[src/rtl/swt_ram.sv]
// Generic simple dual-port RAM, one write and one registered read port.
// No dependencies.
module swt_ram #(
  parameter int unsigned WIDTH = 64,
  parameter int unsigned DEPTH = 64
) (
  input  logic                     clk_i,
  input  logic                     we_i,
  input  logic [$clog2(DEPTH)-1:0] waddr_i,
  input  logic [WIDTH-1:0]         wdata_i,
  input  logic                     re_i,
  input  logic [$clog2(DEPTH)-1:0] raddr_i,
  output logic [WIDTH-1:0]         rdata_o
);

  logic [WIDTH-1:0] mem [DEPTH];
  logic [WIDTH-1:0] rdata_q;

  always_ff @(posedge clk_i) begin
    if (we_i) begin
      mem[waddr_i] <= wdata_i;
    end
    if (re_i) begin
      rdata_q <= mem[raddr_i];
    end
  end

  assign rdata_o = rdata_q;

endmodule

[config.mk]
export PLATFORM = sky130hd
export DESIGN_NAME = swt_ram
export DESIGN_NICKNAME = d
export VERILOG_FILES = /design/src/rtl/swt_ram.sv
export SDC_FILE = /design/constraint.sdc
export NUM_CORES = 2
export LEC_CHECK = 0
export BUFFER_PORTS_ARGS = -buffer_cell sky130_fd_sc_hd__buf_2
export CORE_MARGIN = 5
export CORE_UTILIZATION = 40
export CTS_CLUSTER_DIAMETER = 100
export CTS_CLUSTER_SIZE = 20
export DETAILED_ROUTE_END_ITERATION = 12
export PLACE_DENSITY_LB_ADDON = 0.1
export SYNTH_ARGS = -nofsm -noshare
export SYNTH_HDL_FRONTEND = slang
export SYNTH_SLANG_ARGS = --single-unit
[constraint.sdc]
create_clock -name clk_i -period 5.5 [get_ports clk_i]
set_clock_uncertainty 0.2 [all_clocks]
set_input_delay 0.275 -clock clk_i [delete_from_list [all_inputs] [get_ports clk_i]]
set_output_delay 0.275 -clock clk_i [all_outputs]
set_load 0.02 [all_outputs]
==> results.md <==
- Outcome: finished, final reports clean
- Slew @ Worst Pin: 1290 ps
- First-pass GRT wire length: ~660000 µm
- Most frequent cells in the layout: 4160 x edfxtp_1, 1024 x mux4_2, 233 x clkbuf_16, 168 x a22oi_1, 139 x buf_4
- Pin count of the biggest net entering global routing: 94
- Critical path class: primary input to flip-flop
- GPL Wtd Cong: approximately 0.75
- Total number of H-tree levels: 4
- Die Ht: approximately 640 µm
- Crit end category: flip-flop
- Setup Total Neg Slack: 0 ps
- Yosys reg bits: 4160
- Starting Density: 40.1%
- Tmin final: approximately 3400 ps
- Fin. max-slew vios: 0
- Share of layout cells above drive strength 1: 25.3%
- Layout overhead on the synthesized area: 10.1%
- # Post-CTS Setup Buffers: 0
- Area share of the largest cell type after synthesis: about four fifths
- Routed WL: about 480000 µm
- Post-route ant nets: 0
- Critical path buffers and inverters: 3
- Clk pin slew, worst setup/hold paths: 90 ps
- Synth Cell Area: around 160000 µm²
- CTS Sinks: 4160
- Register area share after synthesis: around four fifths
- Worst slew margin: 14.2%
- Die area: just over 400000 µm²
- Peak supply drop: approximately 0.28 mV
- CP top delay family: simple AND/OR/NAND/NOR gates
- Initial DRC count: between 8000 and 9000
- Post_cts resized: 0
- DP HPWL: between 200000 and 300000 µm
- Initial antenna violation count: between 40 and 50
- Total Power: between 0.05 and 0.06 W
- Grt total ovfl: 0
- GRT Total Usage: 23.5%
- Critical Path RT: ~6000 ps
- # rows: 230
- CTS tree: built
- Fmax: around 300 MHz
- CP Launch Type: primary input
- Final Hold Fails: 0
- Die width: approximately 640 µm
- I/O Pins: 143
- Syn Inst Count: around 6600
- Setup ws final: between 2000 and 2500 ps
- Yosys cell types: 32
- Worst EP arrival: 3770 ps
- Final worst-path cycle share: 61.2%
- Core area: 392000 µm²
- Vias in the first global route: 75000
- Max Buffers Root-to-Sink: 4
- Crit-path max FO: 14
- Max-Cap Viols: 0
- Core Util, Final: 44.1%
- Leak: between 50 and 60 nW
- 1st-pass router iterations: 5
- Pre-CTS setup slack: about 1700 ps
- Commonest non-fill, non-tap cell in the layout: edfxtp_1
- Pwr dens: 324 nW/µm²
- Worst hold margin: approximately 110 ps
- Vias: roughly 74000
- Port Buffers: 142
- Critical Path, Cell by Cell: dlygate4sd3_1 -> buf_2 -> nor2b_1 -> nand3_1 -> nor2_4 -> buf_4
- Avg Inst Size Synth: between 20 and 25 µm²
- Area leader, netlist: edfxtp_1
- Clock Latency Late Sink: between 900 and 1000 ps
- Largest cells by area after synthesis: edfxtp_1 80%, mux4_2 15%, mux2i_1 0.86%, a22oi_1 0.80%, buf_2 0.54%
- Synth warnings: 0
- Net count of the mapped netlist: between 6000 and 7000
- Final setup viols: 0
- CP max stage delay: between 1000 and 1500 ps
- Vias per inst: slightly above 6
- Drt wl/cell: between 30 and 40 µm
- Hold crit path type: primary input to flip-flop
- DRC violations left: 0
- Root Driver: clkbuf_16
- NumNets Final: 6989
- Slowest CP cell: nor2_4
- Number of buffers created by CTS: 230
- RSZ-0062 raised after global routing: false
-- registers in the layout (all words and copies together) (netlist names) --
register and flops:
rdata_o 64, mem 4096
-- routing by layer --
layer	part of all wire, %	track usage [%]	wire (µm)
met3	5.5	2.57	26500
met2	50	39.6	242000
met4	2.1	4.37	10000
met5	0.0056	0	27
met1	43	33.7	206000
-- layout make-up --
cell class | count | area, µm²
Timing Repair Buffer | 450 | 4450
Tap cell | 5220 | 6530
Sequential cell | 4160 | 125000
Clock inverter | 11 | 154
Clock buffer | 233 | 5830
Fill cell | 32900 | 219000
Antenna cell | 10 | 25.0
Inverter | 19 | 71.3
Multi-Input combinational cell | 2049 | 30800
-- cells in the mapped netlist (all sizes together) --
master / count
a22oi: 168
buf: 230
nor2b: 28
o221ai: 38
edfxtp: 4160
mux4: 1024
nand2: 58
a2bb2oi: 19
nand3b: 2
inv: 19
a22o: 88
mux2i: 135
o22ai: 83
and3: 64
and2: 3
or3: 29
nor3: 2
or2: 28
a31o: 1
a211oi: 63
clkbuf: 140
nand2b: 11
nor2: 112
nand3: 45
nand4b: 1
nand4: 2
or3b: 1
a41oi: 26
a31oi: 18
-- cells by family (layout without fill, tap and decap cells) --
logic type	after synthesis	after routing	share of synthesized area [%]
AOI/OAI and AO/OA	504	504	2.47
DFF	4160	4160	79.6
muxes	1159	1159	15.6
and+or+nand+nor	386	386	1.23
other	0	10	0
buffers and inverters	389	713	1.18
-- path summary, 6_finish.rpt --
check,start,end,slack (ps),cells after the start
min,raddr_i[1],rdata_o[22],110,5
max,waddr_i[0],mem[6][48],2130,6
max reg2reg,mem[32][52],rdata_o[52],3120,4
min reg2reg,mem[54][16],rdata_o[16],720,4
-- worst register-to-register path: cells and delay by family (launching register included) --
family | cells | cell delay, ps
simple gates | 1 | 320
compound gates | 2 | 730
flops | 1 | 370
mux | 1 | 440
-- stage by stage --
stage	instances	cell area, µm²
after floorplan	6598	157000
after global placement	11800	166000
after detailed placement	11800	166000
after CTS	12100	173000
after global routing	12100	173000
final	12200	173000
-- timing repair --
action	CTS	global route
hold buffers	74	0
setup endpoints to repair	0	0
hold endpoints to repair	4227	0
-- where the power goes --
| group | switching (W) | internal, W |
|---|---|---|
| logic | 0.00202 | 0.00113 |
| clock network | 0.00999 | 0.00759 |
| registers | 0.000128 | 0.0351 |
| total | 0.0121 | 0.0438 |
Power figures use the tool's default switching activity.
